File: src/hw/rtl/ctca_pkg.sv
// Shared types, request codes and fixed-point helpers for the colour
// transform compose/apply block. No dependencies.
`default_nettype none

package ctca_pkg;

  localparam int unsigned CHANNELS = 4;

  localparam logic [1:0] REQ_RESET   = 2'd0;
  localparam logic [1:0] REQ_COMPOSE = 2'd1;
  localparam logic [1:0] REQ_APPLY   = 2'd2;

  localparam logic signed [15:0] MULT_IDENTITY = 16'sd256;
  localparam logic signed [15:0] ADD_IDENTITY  = 16'sd0;
  localparam logic signed [24:0] SAT_HI        = 25'sd32767;
  localparam logic signed [24:0] SAT_LO        = -25'sd32768;
  localparam logic signed [24:0] PIX_MAX       = 25'sd255;

  typedef struct packed {
    logic identity;
    logic compose;
  } ctca_ctrl_t;

  // Divide by 256, rounding toward zero.
  function automatic logic signed [23:0] div256_trunc(input logic signed [31:0] p);
    logic signed [31:0] adj;
    adj = p + (p[31] ? 32'sd255 : 32'sd0);
    return adj[31:8];
  endfunction

  function automatic logic signed [15:0] sat16(input logic signed [24:0] v);
    logic signed [15:0] r;
    if (v > SAT_HI) begin
      r = 16'sh7fff;
    end else if (v < SAT_LO) begin
      r = 16'sh8000;
    end else begin
      r = v[15:0];
    end
    return r;
  endfunction

endpackage

`default_nettype wire

File: src/hw/rtl/ctca_lane.sv
// One channel lane: holds the accumulated multiplier/addend, updates them on
// identity or compose, and maps one 8-bit channel value. Uses ctca_pkg.
`default_nettype none

module ctca_lane import ctca_pkg::*; (
  input  wire logic              clk,
  input  wire logic              rst,
  input  wire ctca_ctrl_t        ctrl,
  input  wire logic signed [15:0] in_mult,
  input  wire logic signed [15:0] in_add,
  input  wire logic [7:0]        pix,
  output logic [7:0]             value
);

  logic signed [15:0] mult;
  logic signed [15:0] add;
  logic signed [15:0] mult_next;
  logic signed [15:0] add_next;

  logic signed [31:0] cm_prod;
  logic signed [31:0] ca_prod;
  logic signed [24:0] ca_sum;
  logic signed [8:0]  pv;
  logic signed [24:0] ap_prod;
  logic signed [24:0] ap_sum;

  always_comb begin
    cm_prod = mult * in_mult;
    ca_prod = mult * in_add;
    ca_sum  = 25'(div256_trunc(ca_prod)) + 25'(add);

    mult_next = mult;
    add_next  = add;
    if (ctrl.identity) begin
      mult_next = MULT_IDENTITY;
      add_next  = ADD_IDENTITY;
    end else if (ctrl.compose) begin
      mult_next = sat16(25'(div256_trunc(cm_prod)));
      add_next  = sat16(ca_sum);
    end
  end

  always_comb begin
    pv      = signed'({1'b0, pix});
    ap_prod = pv * mult;
    ap_sum  = 25'(div256_trunc(32'(ap_prod))) + 25'(add);
    if (ap_sum[24]) begin
      value = 8'd0;
    end else if (ap_sum > PIX_MAX) begin
      value = 8'd255;
    end else begin
      value = ap_sum[7:0];
    end
  end

  always_ff @(posedge clk) begin
    if (rst) begin
      mult <= MULT_IDENTITY;
      add  <= ADD_IDENTITY;
    end else begin
      mult <= mult_next;
      add  <= add_next;
    end
  end

endmodule

`default_nettype wire

File: config.mk
export PLATFORM = sky130hd
export DESIGN_NAME = ctca_lane
export DESIGN_NICKNAME = d
export VERILOG_FILES = /design/src/hw/rtl/ctca_pkg.sv /design/src/hw/rtl/ctca_lane.sv
export SDC_FILE = /design/constraint.sdc
export NUM_CORES = 2
export LEC_CHECK = 0
export ABC_AREA = 1
export BUFFER_PORTS_ARGS = -buffer_cell sky130_fd_sc_hd__buf_4
export CORE_ASPECT_RATIO = 0.5
export CORE_UTILIZATION = 50
export DETAILED_ROUTE_END_ITERATION = 8
export PLACE_DENSITY_LB_ADDON = 0.15
export RECOVER_POWER = 25
export REMOVE_ABC_BUFFERS = 1
export SLEW_MARGIN = 20
export SYNTH_ARGS = -nofsm -noshare
export SYNTH_HDL_FRONTEND = slang
export SYNTH_SLANG_ARGS = --single-unit
export TNS_END_PERCENT = 1
File: constraint.sdc
create_clock -name clk -period 10 [get_ports clk]
set_input_delay 0.5 -clock clk [delete_from_list [all_inputs] [get_ports clk]]
set_output_delay 0.5 -clock clk [all_outputs]
set_load 0.02 [all_outputs]
# --- Word level (Yosys, flattened, before mapping) ---
# Index checks and enable logic that the tools add are counted.
totals:
  ff_bits: 32
  in_bits: 44
classes:
  addsub: 5
  multipliers: 3
  magnitude_cmp: 5
  n_mux: 9
  reduce_logical: 1
ops:
  columns: ["op", "n"]
  rows:
  - ["adder 32 x 9 -> 32 bit", 2]
  - ["multiplier 16 x 16 -> 32 bit", 2]
  - ["2-to-1 mux 16 bit", 4]
  - ["2-to-1 mux 8 bit", 5]
  - ["adder 25 x 9 -> 26 bit", 1]
  - ["adder 24 x 16 -> 25 bit", 1]
  - ["> comparator 25 x 16 -> 1 bit (second input constant)", 1]
  - ["< comparator 25 x 16 -> 1 bit (second input constant)", 1]
  - ["multiplier 9 x 16 -> 25 bit", 1]
  - ["> comparator 24 x 16 -> 1 bit (second input constant)", 1]
  - ["< comparator 24 x 16 -> 1 bit (second input constant)", 1]
  - ["adder 18 x 16 -> 19 bit", 1]
  - ["> comparator 19 x 9 -> 1 bit (second input constant)", 1]
  - ["OR reduction 2 bit", 1]

# --- Depth between registers and ports, before layout ---
logic_depth:
  depth_word: 7
  mapped_depth: 51

# --- Least setup slack after synthesis ---
# OpenSTA, ideal clock, no wires.
synth_timing:
  path_kind: "input -> output"
  start: "in pix[2]"
  end: "out value[0]"
  t_arrival_ns: 8.690
  required_time_ns: 9.500
  setup_slack_ns: 0.810
  path_stages: 42
  path_cell_list: "clkbuf_1 -> clkbuf_1 -> nand2_1 -> fa_1 -> fa_1 -> fa_1 -> fa_1 -> inv_1 -> ha_1 -> a21oi_1 -> nand2_1 -> a21oi_1 -> o21ai_0 -> nand3_1 -> nand2_1 -> nand2_1 -> nand2_1 -> a21boi_0 -> (+6 left out) -> nor2_1 -> a221oi_1 -> nand2_2 -> nand2_1 -> nor2_1 -> xor2_1 -> ha_1 -> nand2_1 -> o21ai_0 -> a21oi_1 -> o21ai_0 -> a21oi_1 -> o21bai_1 -> xnor2_1 -> nand3_1 -> or2_2 -> nor3_1 -> a21oi_1"
synth_via:
  elab_chain_cells: 7
synth_rtl:
  columns: ["element", "line", "text"]
  rows:
  - ["start: declaration", "ctca_lane.sv:11", "input wire logic [7:0] pix,"]
  - ["multiplier 9 x 16 -> 25 bit *", "ctca_lane.sv:45", "ap_prod = pv * mult;"]
  - ["2-to-1 mux 8 bit", "ctca_pkg.sv:27", "adj = p + (p[31] ? 32'sd255 : 32'sd0);"]
  - ["adder 25 x 9 -> 26 bit *", "ctca_pkg.sv:27", null]
  - ["adder 18 x 16 -> 19 bit *", "ctca_lane.sv:46", "ap_sum = 25'(div256_trunc(32'(ap_prod))) + 25'(add);"]
  - ["> comparator 19 x 9 -> 1 bit", "ctca_lane.sv:49", "end else if (ap_sum > PIX_MAX) begin"]
  - ["2-to-1 mux 8 bit", "ctca_lane.sv:49", null]
  - ["2-to-1 mux 8 bit *", "ctca_lane.sv:47", "if (ap_sum[24]) begin"]
  - ["end: declaration", "ctca_lane.sv:12", "output logic [7:0] value"]
# Every way passes the cells marked *; elsewhere a longest branch is shown, timed or not.

# --- Final worst setup path ---
layout_timing:
  start: "reg mult[15]"
  end: "reg mult[4]"
layout_via:
  elab_chain_cells: 6
  word_cells_on_any_way: 7
  classes_between: "add/sub: 1; mul: 1; order compare: 2; mux: 3"
layout_rtl:
  columns: ["element", "line", "text"]
  rows:
  - ["start: declaration", "ctca_lane.sv:15", "logic signed [15:0] mult;"]
  - ["start signal: assignment", "ctca_lane.sv:61", "mult <= mult_next;"]
  - ["multiplier 16 x 16 -> 32 bit *", "ctca_lane.sv:28", "cm_prod = mult * in_mult;"]
  - ["2-to-1 mux 8 bit", "ctca_pkg.sv:27", null]
  - ["adder 32 x 9 -> 32 bit *", "ctca_pkg.sv:27", null]
  - ["< comparator 24 x 16 -> 1 bit", "ctca_pkg.sv:35", "end else if (v < SAT_LO) begin"]
  - ["2-to-1 mux 16 bit", "ctca_pkg.sv:35", null]
  - ["2-to-1 mux 16 bit *", "ctca_pkg.sv:33", "if (v > SAT_HI) begin"]
# Marks and branches as above.
# A chain may end at the register's enable or synchronous reset.

==> flow_metrics.py <==
metrics = {
    "drt": {
        "drc": 0,
        "finalWirelength_um": 83200,
        "vias_per_cell": 5.02,
        "post_drt_wl_per_cell_um": 16.1,
        "ant_nets": 0,
        "vias": 25900,
        "drt_iter0_markers": 1657,
        "dr.pass1.iters": 5,
    },
    "die": {
        "die_h_um": 179,
        "pin_count": 52,
        "initial_utilization_pct": 51.0,
        "rows": 64,
        "die_area_sq_um": 64000,
        "die_x_um": 357,
        "core_area_sq_um": 61700,
    },
    "placed_design": {
        "place_congestion": 0.937,
        "io_buffer_count": 51,
        "hpwl_um": 71500,
    },
    "worst_setup_path": {
        "cp_max_fo": 36,
        "crit_top_cell": "nand2_1",
        "cp-start-kind": "flop",
        "path_class": "flop to flop",
        "cp_top_family": "adder cells",
        "slowest_delay_ns": 0.87,
        "arrival_ns": 9.45,
        "cp.required_ns": 10.15,
        "path_buf_inv": 5,
        "crit_slowest_cell": "fa_1",
        "crit_path_end_kind": "flop",
    },
    "grt": {
        "grt_max_degree": 37,
        "antenna_found_initial": 1,
        "grt.total_usage_pct": 27.0,
        "grt_pass1_wl_um": 138000,
        "grt_pass1_vias": 26800,
        "grt_overflow_total": 0,
    },
    "sta": {
        "hold_viol_final": 0,
        "relSlewSlack_pct": 51.1,
        "setup_violations": 0,
        "report.final.slew_viol_count": 0,
        "period_share_pct": 93.0,
        "max_freq_mhz": 108,
        "hold_slack_ns": 0.538,
        "period_minus_slack_ns": 9.30,
        "rsz0062_at_grt": "false",
        "setup_tns_ns": 0,
        "worstMarginPinSlew_ns": 0.734,
        "clock_skew_ns": 0.00332,
    },
    "cells_and_area": {
        "layout_common_cells": "inv_1 (1253), nand2_1 (1153), fa_1 (625), ha_1 (269), nor2_1 (170)",
        "multi_input_area_sq_um": 25500,
        "antenna-diode-count": 0,
        "layout_commonest_cell": "inv_1",
        "fillers": 6082,
        "layout-drive-gt1-share_pct": 5.15,
        "seqCellArea_sq_um": 668,
        "fin_nets": 5270,
        "area_growth_pct": 4.46,
    },
    "yosys": {
        "synth_compound_area_share_pct": 5.33,
        "ys_top_cells_by_area": "fa_1 (40%), inv_1 (15%), nand2_1 (14%)",
        "synthMuxAreaShare_pct": 0,
        "ys_types": 51,
        "synth_fa_ha_area_share_pct": 50.7,
        "synth_flop_cell": "dfxtp_1",
        "ys_ff_latch": 32,
        "yosysTopAreaCell": "fa_1",
        "netlist_instances": 4378,
        "netlist_area_sq_um": 31500,
        "async_flop_share_pct": 0,
        "yosys.area_share.simple_pct": 20.7,
        "synth_top_family_by_area": "adder cells",
        "synth_top_area_share_pct": 39.9,
        "synth_edf_count": 0,
        "synth_xor_area_share_pct": 4.25,
        "ys.warnings.count": 0,
        "ys_seq_area_share_pct": 2.04,
        "synth_area_per_cell_sq_um": 7.19,
    },
    "clock_tree": {
        "root_buffer": "clkbuf_16",
        "cts_sinks": 32,
        "clk-insertion-delay-late_ns": 0.29,
        "hold_buffers": 0,
        "cts_buffers": 5,
        "clk_pin_slew_ns": 0.05,
        "cts_tree": "done",
        "h-tree-depth": 2,
        "cts_max_path_buffers": 2,
    },
    "flow_run": {
        "drv_cap": 0,
    },
    "outcome": {
        "status": "finished clean",
    },
    "hold_path": {
        "hp-class": "flop to flop",
    },
}
through the flow:
stage / setup WS, ns / area (sq um) / cells / utilization, %
2_1_floorplan: 0.796 / 30900 / 4223 / -
3_3_place_gp: 0.195 / 32600 / 5136 / 52.8
3_5_place_dp: 0.0201 / 32600 / 5136 / 52.8
4_1_cts: 0.0698 / 32700 / 5143 / 53.1
5_1_grt: 0.00203 / 32900 / 5152 / 53.3
6_report: 0.703 / 32900 / 5152 / 53.3
kinds of logic after synthesis:
kind of cell,count (synthesis)
AOI/OAI and AO/OA,300
xor gates and xnor gates,148
adders and majority gates,899
buffers and inverters,1416
DFF,32
and+or+nand+nor,1583
synthesized netlist by cell type (10+ instances only):
| library cell | count |
|---|---|
| inv_1 | 1254 |
| nand2_1 | 1154 |
| fa_1 | 628 |
| ha_1 | 271 |
| nor2_1 | 173 |
| a21oi_1 | 157 |
| clkbuf_1 | 146 |
| nand3_1 | 103 |
| xor2_1 | 98 |
| o21ai_0 | 83 |
| xnor2_1 | 46 |
| nand4_1 | 39 |
| dfxtp_1 | 32 |
| nand2_2 | 23 |
| nor3_1 | 22 |
| or2_2 | 20 |
| a21oi_2 | 11 |
| nor2_2 | 10 |
| o21bai_1 | 10 |
worst min-delay path: cells and delay by family (launching register included):
kind | cells | cell delay [ns]
flip-flops | 1 | 0.35
AO/OA/AOI/OAI | 1 | 0.06
AND/OR/NAND/NOR | 1 | 0.08
state kept, by name, indices dropped and copies added (netlist names):
name,flops
add,16
mult,16
area by class of cell:
cell class / instances / area share (%)
multi-input cells: 2930 / 77.6
inverters: 1261 / 14.4
well taps: 825 / 3.14
repair buffers: 97 / 2.36
flip-flops and latches: 32 / 2.03
clock buffers: 7 / 0.464
final timing paths:
kind                                             from              endpoint  slack (ns)  depth (start not counted)
worst max-delay path            mult[15]$_SDFFE_PP0P_  mult[4]$_SDFFE_PP0P_        0.70                         34
worst max register to register  mult[15]$_SDFFE_PP0P_  mult[4]$_SDFFE_PP0P_        0.70                         34
worst min register to register    add[0]$_SDFFE_PP0P_   add[0]$_SDFFE_PP0P_        0.54                          2
worst min-delay path              add[0]$_SDFFE_PP0P_   add[0]$_SDFFE_PP0P_        0.54                          2
what timing repair did:
item	CTS	global route
setup buffers	0	8
endpoints found under the setup margin	8	31
pin swaps	0	4
gates resized for setup	2	47
gates cloned	0	1
layer usage:
metal	part of all wire, %	up-vias	wire length [um]	global-route usage [%]
met5	0.0084	-	7	0
li1	-	12500	-	-
met4	1.5	2	1220	4.03
met3	8.0	88	6630	5.92
met2	44	762	37000	42.8
met1	46	12500	38300	38.6
Power is left out: the tool's default activity adds up to more than one toggle a clock period on the data nets, which glitch-free logic cannot reach.
