===== src/hw/rtl/ctca_pkg.sv =====
// Shared types, request codes and fixed-point helpers for the colour
// transform compose/apply block. No dependencies.
`default_nettype none

package ctca_pkg;

  localparam int unsigned CHANNELS = 4;

  localparam logic [1:0] REQ_RESET   = 2'd0;
  localparam logic [1:0] REQ_COMPOSE = 2'd1;
  localparam logic [1:0] REQ_APPLY   = 2'd2;

  localparam logic signed [15:0] MULT_IDENTITY = 16'sd256;
  localparam logic signed [15:0] ADD_IDENTITY  = 16'sd0;
  localparam logic signed [24:0] SAT_HI        = 25'sd32767;
  localparam logic signed [24:0] SAT_LO        = -25'sd32768;
  localparam logic signed [24:0] PIX_MAX       = 25'sd255;

  typedef struct packed {
    logic identity;
    logic compose;
  } ctca_ctrl_t;

  // Divide by 256, rounding toward zero.
  function automatic logic signed [23:0] div256_trunc(input logic signed [31:0] p);
    logic signed [31:0] adj;
    adj = p + (p[31] ? 32'sd255 : 32'sd0);
    return adj[31:8];
  endfunction

  function automatic logic signed [15:0] sat16(input logic signed [24:0] v);
    logic signed [15:0] r;
    if (v > SAT_HI) begin
      r = 16'sh7fff;
    end else if (v < SAT_LO) begin
      r = 16'sh8000;
    end else begin
      r = v[15:0];
    end
    return r;
  endfunction

endpackage

`default_nettype wire


===== src/hw/rtl/ctca_out_if.sv =====
// Result channel of the colour transform block: valid/ready plus the
// four clamped channel values. No dependencies.
`default_nettype none

interface ctca_out_if;
  logic       valid;
  logic       ready;
  logic [7:0] out_r;
  logic [7:0] out_g;
  logic [7:0] out_b;
  logic [7:0] out_a;

  modport source (
    output valid, out_r, out_g, out_b, out_a,
    input  ready
  );
  modport sink (
    input  valid, out_r, out_g, out_b, out_a,
    output ready
  );
endinterface

`default_nettype wire


===== src/hw/rtl/ctca_merge.sv =====
// Output stage: gathers the four lane values of an apply item into the
// result register and runs the result handshake. Uses ctca_pkg, ctca_out_if.
`default_nettype none

module ctca_merge import ctca_pkg::*; (
  input  wire logic       clk,
  input  wire logic       rst,
  input  wire logic       load,
  input  wire logic [7:0] lane_val [CHANNELS],
  output logic            space,
  ctca_out_if.source      rsp
);

  logic       valid;
  logic [7:0] r;
  logic [7:0] g;
  logic [7:0] b;
  logic [7:0] a;

  assign space     = !valid || rsp.ready;
  assign rsp.valid = valid;
  assign rsp.out_r = r;
  assign rsp.out_g = g;
  assign rsp.out_b = b;
  assign rsp.out_a = a;

  always_ff @(posedge clk) begin
    if (rst) begin
      valid <= 1'b0;
    end else if (load) begin
      valid <= 1'b1;
    end else if (rsp.ready) begin
      valid <= 1'b0;
    end
  end

  // hold the payload until the next apply item is loaded
  always_ff @(posedge clk) begin
    if (load) begin
      r <= lane_val[0];
      g <= lane_val[1];
      b <= lane_val[2];
      a <= lane_val[3];
    end
  end

endmodule

`default_nettype wire


===== src/flat_wrapper.sv =====
// flat-port wrapper written by rule: the top's interface ports become plain ports
module ctca_merge_flat import ctca_pkg::*;
  (clk, rst, load, lane_val, space, rsp_valid, rsp_out_r, rsp_out_g, rsp_out_b, rsp_out_a, rsp_ready);
  ctca_out_if rsp_i ();
  input  wire logic clk;
  input  wire logic rst;
  input  wire logic load;
  input  wire logic [7:0] lane_val[CHANNELS];
  output logic space;
  output wire logic [$bits(rsp_i.valid)-1:0] rsp_valid;
  output wire logic [$bits(rsp_i.out_r)-1:0] rsp_out_r;
  output wire logic [$bits(rsp_i.out_g)-1:0] rsp_out_g;
  output wire logic [$bits(rsp_i.out_b)-1:0] rsp_out_b;
  output wire logic [$bits(rsp_i.out_a)-1:0] rsp_out_a;
  input wire logic [$bits(rsp_i.ready)-1:0] rsp_ready;
  assign rsp_valid = rsp_i.valid;
  assign rsp_out_r = rsp_i.out_r;
  assign rsp_out_g = rsp_i.out_g;
  assign rsp_out_b = rsp_i.out_b;
  assign rsp_out_a = rsp_i.out_a;
  assign rsp_i.ready = rsp_ready;
  ctca_merge u_core (.clk(clk), .rst(rst), .load(load), .lane_val(lane_val), .space(space), .rsp(rsp_i));
endmodule

===== config.mk =====
export PLATFORM = sky130hd
export DESIGN_NAME = ctca_merge_flat
export DESIGN_NICKNAME = d
export VERILOG_FILES = /design/src/hw/rtl/ctca_pkg.sv /design/src/hw/rtl/ctca_out_if.sv /design/src/hw/rtl/ctca_merge.sv /design/src/flat_wrapper.sv
export SDC_FILE = /design/constraint.sdc
export NUM_CORES = 1
export LEC_CHECK = 0
export ABC_AREA = 1
export CAP_MARGIN = 25
export CELL_PAD_IN_SITES_DETAIL_PLACEMENT = 0
export CELL_PAD_IN_SITES_GLOBAL_PLACEMENT = 2
export CORE_MARGIN = 1.5
export CORE_UTILIZATION = 40
export DETAILED_ROUTE_END_ITERATION = 10
export DONT_BUFFER_PORTS = 1
export PLACE_DENSITY = 0.79
export SYNTH_ARGS = -nofsm -noshare
export SYNTH_HDL_FRONTEND = slang
export SYNTH_SLANG_ARGS = --single-unit

===== constraint.sdc =====
create_clock -name clk -period 1.17 [get_ports clk]
set_input_delay 0.117 -clock clk [delete_from_list [all_inputs] [get_ports clk]]
set_output_delay 0.117 -clock clk [all_outputs]
set_load 0.05 [all_outputs]

# After elaboration in Yosys (flattened, before gate mapping)
# Index checks and enable logic that the tools add are counted.
[word_totals]
reg_bits = 33
latchBits = 0
ram_bits = 0
rom_bits = 0
input_bits = 36
out_inout_bits = 34
word_cells = 10
n_memories = 0
[classes]
addsub = 0
mul = 0
div = 0
magnitude_cmp = 0
eq_ne = 0
shift = 0
n_mux = 2
bitwise_logic = 0
n_reduce_logical = 3
[ops]
columns = ["operator", "n"]
rows = [
  ["2-to-1 mux 1 bit", 2],
  ["nonzero test 2 bit", 1],
  ["logical NOT 1 bit", 1],
  ["logical OR 1 bit", 1],
]

# Logic depth before layout (Yosys ltp)
# Gate-level depths: netlist of run 1.
[depth]
word_depth = 2
ltp_mapped = 3
mapped_depth_nobuf = 3

# Worst setup path after synthesis of run 1
# No wires, ideal clock.
[synth_path]
path_type = "flip-flop to flip-flop"
from = "reg u_core.rsp.valid (netlist name)"
to = "reg u_core.valid (netlist: u_core.rsp.valid)"
setup_time_ns = 0.067
arrival_ns = 1.100
required_ns = 1.103
slack_ns = 0.004
stages_incl_launch_ff = 3
n_path_buf = 0
period_less_slack_ns = 1.166
cell_sequence = "dfxtp_1 nand2_2 a21oi_2"
[synth_rtl]
columns = ["item", "line", "text"]
rows = [
  ["end signal: assignment", "ctca_merge.sv:29", "valid <= 1'b0;"],
  ["end signal: assignment", "ctca_merge.sv:31", "valid <= 1'b1;"],
  ["end signal: assignment", "ctca_merge.sv:33", "valid <= 1'b0;"],
  ["end: declaration", "ctca_merge.sv:14", "logic valid;"],
]

# Worst setup path in the final report of run 1
[layout_path]
from = "reg u_core.r[7] (netlist: u_core.rsp.out_r[7])"
to = "out rsp_out_r[7]"
[layout_rtl]
columns = ["item", "line", "text"]
rows = [
  ["start: declaration", "ctca_merge.sv:15", "logic [7:0] r;"],
  ["start signal: assignment", "ctca_merge.sv:40", "r <= lane_val[0];"],
  ["end: declaration", "flat_wrapper.sv:11", "output wire logic [$bits(rsp_i.out_r)-1:0] rsp_out_r;"],
]
# No word-level cell between the ends.

==> results of run 1 <==
## Yosys cell counts (all sizes together)
cell type / n / area, um^2
a21oi: 1 / 8.76
dfxtp: 1 / 20.0
edfxtp: 32 / 961
inv: 2 / 7.51
nand2: 1 / 6.26
## flip-flops by register name, summed over array words and instances, names as in the netlist
signal and flops:
u_core.rsp.valid 1, u_core.rsp.out_a 8, u_core.rsp.out_g 8, u_core.rsp.out_b 8
u_core.rsp.out_r 8
## worst min path at each step
stage	from	endpoint	depth (start not counted)
floorplan	rst	u_core.rsp.valid$_SDFFE_PP0P_	1
global placement	rst	u_core.rsp.valid$_SDFFE_PP0P_	1
detailed placement	rst	u_core.rsp.valid$_SDFFE_PP0P_	1
CTS	load	u_core.rsp.out_r[7]$_DFFE_PP_	0
global route	load	u_core.rsp.out_r[4]$_DFFE_PP_	0
finish	load	u_core.rsp.out_r[4]$_DFFE_PP_	0
## metal layers
metal,global-route usage [%],up-vias
li1,-,228
met1,13.4,243
met2,25.2,37
met3,11.3,7
met4,9.40,0
met5,0,-
## power by group
group          total, uW  leakage, uW  internal (uW)  switching, uW
Sequential          1760     0.000322           1410            349
Clock                546    0.0000258            218            328
Combinational        125     0.000176           88.5           36.0
Total               2430     0.000523           1710            713
## layout make-up
class	instances	area [um^2]	share of cell area, %
multi-input cells	2	15.0	1.03
clock buffers	6	41.3	2.83
flip-flops and latches	33	981	67.1
inverters	2	7.51	0.514
clock inverters	1	3.75	0.257
repair buffers	37	378	25.9
well taps	28	35.0	2.40
## logic make-up after synthesis
kind of cell	after synthesis	share of synthesized area, %
flip-flops	33	97.8
AO/OA/AOI/OAI	1	0.873
buffers and inverters	2	0.748
AND/OR/NAND/NOR	1	0.624
## metrics by stage
step	worst slack [ns]	cell area (um^2)	hold slack, ns
after floorplan	0.00372	1000	0.179
after global placement	0.426	1070	0.181
after detailed placement	0.423	1070	0.184
after CTS	0.0537	1460	-0.115
after global routing	0.0332	1460	-0.130
final	0.0722	1460	-0.101
==> metrics.cfg, run 1 <==
[sta]
setup_clock_skew_after_layout_ns=0
hold_violations=32
final_setup_violation_count=0
min_period_ns=1.10
timing.setup.tns_ns=0
drv_slew=0
whs_ns=-0.101
tightestPinTransition_ns=0.481
timing.final.crit_share_pct=93.8
relSlewSlack_pct=68.0
grt_setup_unrepaired=no
max_clk_rate_mhz=911

[clocking]
clkLatencyLatePin_ns=0.32
post_cts_hold_buffer_count=35
cts_max_level=2
tritoncts=yes
clockRootBuffer=clkbuf_4
cts_buffers=5
postCtsResizedCells=0
postCtsSetupRepairBufs=0
worst_setup_hold_path_clk_slew_ns=0.09
cts_sinks=33
clockBufferDepth=2

[worst_hold_path]
holdCritPathClass=in -> reg

[synthesis]
synth.cell_area_um2=1000
syn_nets=73
synthesis.yosys.warnings=0
synthCells=37
syn_area_per_cell_um2=27.1
synth.distinct_cells=5
synth.ff_latch_count=33
synth-seq-area-share_pct=97.8

[setup_path]
r2r.worst_path.cells=2
cp_data_required_time_ns=1.05
worstSetupEndpoint=rsp_out_r[7]
r2r_setup_slack_ns=0.56
cp-start-kind=flip-flop
cp.arrival_ns=0.98
cp_num_cells=0
worstSetupPathType=reg -> out
start_point_of_the_critical_path=u_core.rsp.out_r[7]$_DFFE_PP_
r2r-start=u_core.rsp.valid$_SDFFE_PP0P_
worstReg2RegEnd=u_core.rsp.valid$_SDFFE_PP0P_
worst_setup_path_end_kind=output pin
worstPathMaxFanout=1

[global_routing]
grt_util_all_layers_pct=15.5
antenna_violations_before_repair=0
pin_count_of_the_biggest_net_entering_global_routing=34
grt_overflow=0
grt_pass1_vias=529
grt_pass1_wl_mm=2.68

[pwr]
total_leakage_power_uw=0.000523
ir_worst_vdd_mv=1.03
fin_total_pwr_uw=2430
power_density_nw_per_um2=1660

[route]
viasPerCell=4.72
drt-pass1-iter-count=3
drc=0
detailroute.wirelength.met3_um=226
met2_wirelength_mm=1.06
route.layer.met1.wl_um=629
drt_iter0_drc=12
postRouteAntennaNets=0
vias=515
routed_wl_mm=1.97
wire_per_inst_um=18.0
top_layer=met4

[floorplan]
floorplan.die_area_um2=2820
design.core.area_um2=2300
start_util_pct=43.7
rows=17
die-width_um=53.1
die_h_um=53.1
io-pin-count=70

[layout]
antenna_cells=0
flow.area_growth_from_synthesis_pct=45.6
fillCellCount=179
top_library_cells_by_usage_in_the_layout_fill_and_taps_aside=35 x dlygate4sd3_1, 32 x edfxtp_1, 5 x clkbuf_4
postLayoutCoreUtil_pct=63.6
mostFrequentLayoutCell=dlygate4sd3_1
post_route_cells_drive_above_1_share_pct=11.1
finish.net_count=117
fin_cells=109

[flow_run]
cap_viol_max_count=0

[place]
placement.io_buffers=0
numPlacedInstances=67
place.gp.congestion=0.631

[run_status]
failed_checks=negative hold slack
status=complete, but fails checks

No activity file was read; power rests on OpenSTA's default activity.
==> run 2: changes to the inputs <==
- CORE_MARGIN: 1.5 -> 8
- HOLD_SLACK_MARGIN: unset -> 0.02
- SETUP_SLACK_MARGIN: unset -> 0.4
==> run 2 against run 1 <==
Net effect: combinational power decreased by 15%; the flow still finishes with violations (negative hold slack); die area increased by 55%; critical path depth unchanged; sequential cell count unchanged; total power increased by 9.8%; global-route usage decreased by 5.0 points; first-iteration DRC count increased by 75%; largest cell class unchanged.
==> metrics.cfg, run 2 (synthesis results as in run 1) <==
[run_status]
status=complete, but fails checks
failed_checks=negative hold slack

[sta]
setup_clock_skew_after_layout_ns=0  ; unchanged
timing.setup.tns_ns=0  ; unchanged
whs_ns=-0.0994  ; +0.00142 ns
tightestPinTransition_ns=0.505  ; +0.0238 ns
relSlewSlack_pct=66.4  ; -1.6 points
grt_setup_unrepaired=yes
timing.final.crit_share_pct=95.5  ; +1.7 points
min_period_ns=1.12  ; +0.0199 ns
finalWorstSetupSlack_ns=0.0523  ; -0.0199 ns
final_setup_violation_count=0  ; unchanged
drv_slew=0  ; unchanged
hold_violations=32  ; unchanged
max_clk_rate_mhz=895  ; -1.8%

[clocking]
post_cts_hold_buffer_count=34  ; -2.9%
clockRootBuffer=clkbuf_4
cts_buffers=5  ; unchanged
clkLatencyLatePin_ns=0.32  ; about the same
postCtsResizedCells=0  ; unchanged
cts_sinks=33  ; unchanged
worst_setup_hold_path_clk_slew_ns=0.09  ; about the same
cts_max_level=2  ; unchanged
clockBufferDepth=2  ; unchanged
tritoncts=yes

[worst_hold_path]
holdCritPathClass=in -> reg
worstHoldPathCells=0  ; unchanged

[layout]
finish.net_count=114  ; -2.6%
mostFrequentLayoutCell=dlygate4sd3_1
antenna_cells=0  ; unchanged
top_library_cells_by_usage_in_the_layout_fill_and_taps_aside=34 x dlygate4sd3_1, 32 x edfxtp_1, 5 x clkbuf_4
post_route_cells_drive_above_1_share_pct=11.4  ; +0.28 points
flow.area_growth_from_synthesis_pct=46.9

[flow_run]
cap_viol_max_count=0  ; unchanged

[global_routing]
grt_util_all_layers_pct=10.5  ; -5.0 points
grt_overflow=0  ; unchanged
antenna_violations_before_repair=0  ; unchanged
grt_pass1_wl_mm=3.02  ; +13%
grt_pass1_vias=559  ; +5.7%
pin_count_of_the_biggest_net_entering_global_routing=34  ; unchanged

[setup_path]
worstPathMaxFanout=1  ; unchanged
worstSetupEndpoint=rsp_out_a[2]
r2r_setup_slack_ns=0.38  ; -0.18 ns
worstSetupPathType=reg -> out
worstReg2RegEnd=u_core.rsp.valid$_SDFFE_PP0P_
cp.arrival_ns=1.00  ; +0.02 ns
r2r.worst_path.cells=2  ; unchanged
cp_data_required_time_ns=1.05  ; about the same
cp_num_cells=0  ; unchanged
cp-start-kind=flip-flop
start_point_of_the_critical_path=u_core.rsp.out_a[2]$_DFFE_PP_
r2r-start=u_core.rsp.valid$_SDFFE_PP0P_
worst_setup_path_end_kind=output pin

[route]
postRouteAntennaNets=0  ; unchanged
drc=0  ; unchanged
viasPerCell=4.61  ; -2.3%
drt-pass1-iter-count=2  ; -1
routed_wl_mm=2.24  ; +14%
drt_iter0_drc=21  ; +9
vias=503  ; -2.3%
wire_per_inst_um=20.5  ; +14%

[floorplan]
design.core.area_um2=2430  ; +5.9%
die_h_um=66.1  ; +24%
rows=18  ; +1
io-pin-count=70  ; unchanged
start_util_pct=41.3  ; -2.4 points
die-width_um=66.1  ; +24%
floorplan.die_area_um2=4370  ; +55%

[pwr]
ir_worst_vdd_mv=1.23  ; +20%
total_leakage_power_uw=0.000520  ; -0.62%
power_density_nw_per_um2=1810  ; +8.9%

[place]
place_hpwl_mm=1.63
place.gp.congestion=0.665  ; +5.4%
dpl_worst_slack_ns=0.406  ; -0.0173 ns
placement.io_buffers=0  ; unchanged

run 2: cell count changes in the layout (fill, tap and decap cells not counted), sizes merged:
cell	change
buf	-2
dlygate4sd3	-1
bufinv	+1
run 2: how the worst min path moves through the flow:
stage | start | endpoint | slack [ns]
floorplan | rst | u_core.rsp.valid$_SDFFE_PP0P_ | 0.17
global placement | rst | u_core.rsp.valid$_SDFFE_PP0P_ | 0.17
detailed placement | rst | u_core.rsp.valid$_SDFFE_PP0P_ | 0.17
CTS | load | u_core.rsp.out_r[4]$_DFFE_PP_ | -0.12
global route | load | u_core.rsp.out_g[4]$_DFFE_PP_ | -0.13
finish | load | u_core.rsp.out_a[2]$_DFFE_PP_ | -0.1
run 2: routing by layer:
| layer | part of all wire (%) | track usage, % | vias to the layer above |
|---|---|---|---|
| met2 | 62 | 19.2 | 29 |
| met5 | 0 | 0 | - |
| met3 | 9.7 | 7.46 | 7 |
| met1 | 25 | 6.97 | 238 |
| li1 | - | - | 229 |
| met4 | 3.3 | 7.47 | 0 |
run 2: stage by stage:
stage	hold WS, ns	util [%]	total power [uW]	cell area (um^2)	cells
CTS	-0.119	60.6	2700	1470	109
global route	-0.135	60.6	2760	1470	109
floorplan	0.170	-	1790	1020	37
detailed placement	0.172	43.5	1820	1060	67
global placement	0.172	43.5	1820	1060	67
finish	-0.0994	60.6	2660	1470	109
run 2: power by group:
part           internal, uW  switching [uW]  total (uW)
sequential             1410             365        1770
combinational          79.5            26.0         106
clock                   444             343         788
total                  1930             734        2660
run 2: timing repair:
item | CTS | global route
buffers inserted | 0 | 0
hold endpoints to repair | 65 | 32
setup endpoints to repair | 35 | 35
run 2: area by class of cell:
cell class | count | area, um^2
Sequential cell | 33 | 985
Fill cell | 192 | 958
Timing Repair Buffer | 34 | 340
Clock buffer | 6 | 41.3
Tap cell | 30 | 37.5
Clock inverter | 2 | 33.8
Multi-Input combinational cell | 2 | 28.8
Inverter | 2 | 7.51
==> run 3: changes to the inputs <==
- CORE_ASPECT_RATIO: unset -> 2
- CORE_UTILIZATION: 40 -> 37
- PLACE_DENSITY: 0.79 -> 0.74
- clock period: 1.17 -> 1.09 ns (I/O delays scaled with it)
==> run 3 against run 2 <==
Net effect: the run still ends with negative hold slack left; hold slack better by 0.045 ns; die area is 8.4% higher; non-clock buffer count is 6 higher; final area is 6.6% higher; first-iteration DRC count is 38% lower; sequential power is 4% higher; register-to-register slack worse by 0.06 ns; worst setup slack better by 0.0086 ns; sequential share of layout area is 4.1 points lower.
==> metrics.cfg, run 3 (synthesis results as in run 1) <==
[run_status]
status=complete, but fails checks
failed_checks=negative hold slack

[global_routing]
pin_count_of_the_biggest_net_entering_global_routing=34  ; unchanged
grt_util_all_layers_pct=10.2  ; -0.31 points
antenna_violations_before_repair=0  ; unchanged
grt_pass1_wl_mm=3.29  ; +8.9%
grt_pass1_vias=627  ; +12%
grt_overflow=0  ; unchanged

[layout]
finish.net_count=120  ; +5.3%
flow.area_growth_from_synthesis_pct=56.6
post_route_cells_drive_above_1_share_pct=17.6  ; +6.3 points
top_library_cells_by_usage_in_the_layout_fill_and_taps_aside=34 x dlygate4sd3_1, 32 x edfxtp_1, 6 x buf_6
antenna_cells=0  ; unchanged
mostFrequentLayoutCell=dlygate4sd3_1
postLayoutCoreUtil_pct=58.9  ; -1.7 points

[sta]
min_period_ns=1.03
finalWorstSetupSlack_ns=0.0609  ; +0.00865 ns
relSlewSlack_pct=67.9  ; +1.5 points
grt_setup_unrepaired=yes
timing.final.crit_share_pct=94.4
timing.setup.tns_ns=0  ; unchanged
tightestPinTransition_ns=0.483  ; -0.0221 ns
final_setup_violation_count=0  ; unchanged
hold_violations=32  ; unchanged
whs_ns=-0.0546  ; +0.0448 ns
setup_clock_skew_after_layout_ns=0  ; unchanged
max_clk_rate_mhz=972
drv_slew=0  ; unchanged

[setup_path]
cp_data_required_time_ns=0.98  ; -0.07 ns
cp-start-kind=flip-flop
worstPathMaxFanout=1  ; unchanged
cp.arrival_ns=0.92  ; -0.08 ns
worst_setup_path_end_kind=output pin
worstSetupPathType=reg -> out

[route]
detailroute.wirelength.met3_um=531  ; +140%
met2_wirelength_mm=1.02  ; -26%
top_layer=met4
viasPerCell=4.81  ; +4.2%
vias=548  ; +8.9%
drt_iter0_drc=13  ; -38%
wire_per_inst_um=20.5  ; -0.33%
postRouteAntennaNets=0  ; unchanged
drt-pass1-iter-count=2  ; unchanged
drc=0  ; unchanged
routed_wl_mm=2.33  ; +4.2%
route.layer.met1.wl_um=727  ; +30%

[clocking]
clockRootBuffer=clkbuf_8
cts_max_level=2  ; unchanged
tritoncts=yes
worst_setup_hold_path_clk_slew_ns=0.06  ; -0.03 ns
cts_buffers=5  ; unchanged
clkLatencyLatePin_ns=0.27  ; -0.05 ns
cts_sinks=33  ; unchanged
post_cts_hold_buffer_count=34  ; unchanged
postCtsSetupRepairBufs=0  ; unchanged
clockBufferDepth=2  ; unchanged

[pwr]
total_leakage_power_uw=0.000569  ; +9.5%
ir_worst_vdd_mv=1.21  ; -1.7%
power_density_nw_per_um2=1980  ; +9.7%

[floorplan]
rows=27  ; +9
start_util_pct=37.6  ; -3.7 points
die_h_um=89.7  ; +36%
io-pin-count=70  ; unchanged
design.core.area_um2=2670  ; +9.7%
die-width_um=52.8  ; -20%
floorplan.die_area_um2=4740  ; +8.4%

[place]
dpl_worst_slack_ns=0.325  ; -0.0801 ns
place.gp.congestion=0.593  ; -11%
placement.io_buffers=0  ; unchanged

[worst_hold_path]
holdCritPathClass=in -> reg

[flow_run]
cap_viol_max_count=0  ; unchanged

==> run 3: cell count changes in the layout (fill, tap and decap cells not counted), sizes merged <==
cell / change
buf: +6
==> run 3: path summary, 6_finish.rpt <==
kind / startpoint / end / slack, ns / cells past startpoint
setup / recovery: u_core.rsp.out_r[7]$_DFFE_PP_ / rsp_out_r[7] / 0.06 / 0
hold / removal: load / u_core.rsp.out_g[3]$_DFFE_PP_ / -0.05 / 0
setup reg to reg: u_core.rsp.valid$_SDFFE_PP0P_ / u_core.rsp.valid$_SDFFE_PP0P_ / 0.32 / 2
hold reg to reg: u_core.rsp.valid$_SDFFE_PP0P_ / u_core.rsp.valid$_SDFFE_PP0P_ / 0.65 / 2
==> run 3: final cells by class <==
| type | count | area (um^2) |
|---|---|---|
| fillers | 191 | 1100 |
| flip-flops and latches | 33 | 985 |
| repair buffers | 40 | 408 |
| clock buffers | 6 | 72.6 |
| well taps | 29 | 36.3 |
| clock inverters | 2 | 33.8 |
| multi-input cells | 2 | 28.8 |
| inverters | 2 | 7.51 |
==> run 3: power by group <==
group          switching, uW  internal (uW)  total [uW]
sequential               326           1510        1840
clock                    386            673        1060
combinational            101            118         220
==> run 3: timing repair <==
item                                    4_1_cts  5_1_grt
resized for setup                             6        0
hold endpoints to repair                     65       32
endpoints found under the setup margin       35       35
cloned                                        0        0
==> run 3: stage by stage <==
step	cells	total power, uW	hold WS (ns)	area, um^2
after floorplan	37	1920	0.162	1020
after global placement	72	1970	0.163	1100
after detailed placement	72	1970	0.164	1100
after CTS	114	3150	-0.0654	1570
after global routing	114	3220	-0.0781	1570
final	114	3120	-0.0546	1570
==> run 3: metal layers <==
metal,vias up,track usage [%]
met5,-,0
li1,235,-
met2,62,14.4
met1,245,8.34
met3,6,11.2
met4,0,5.69
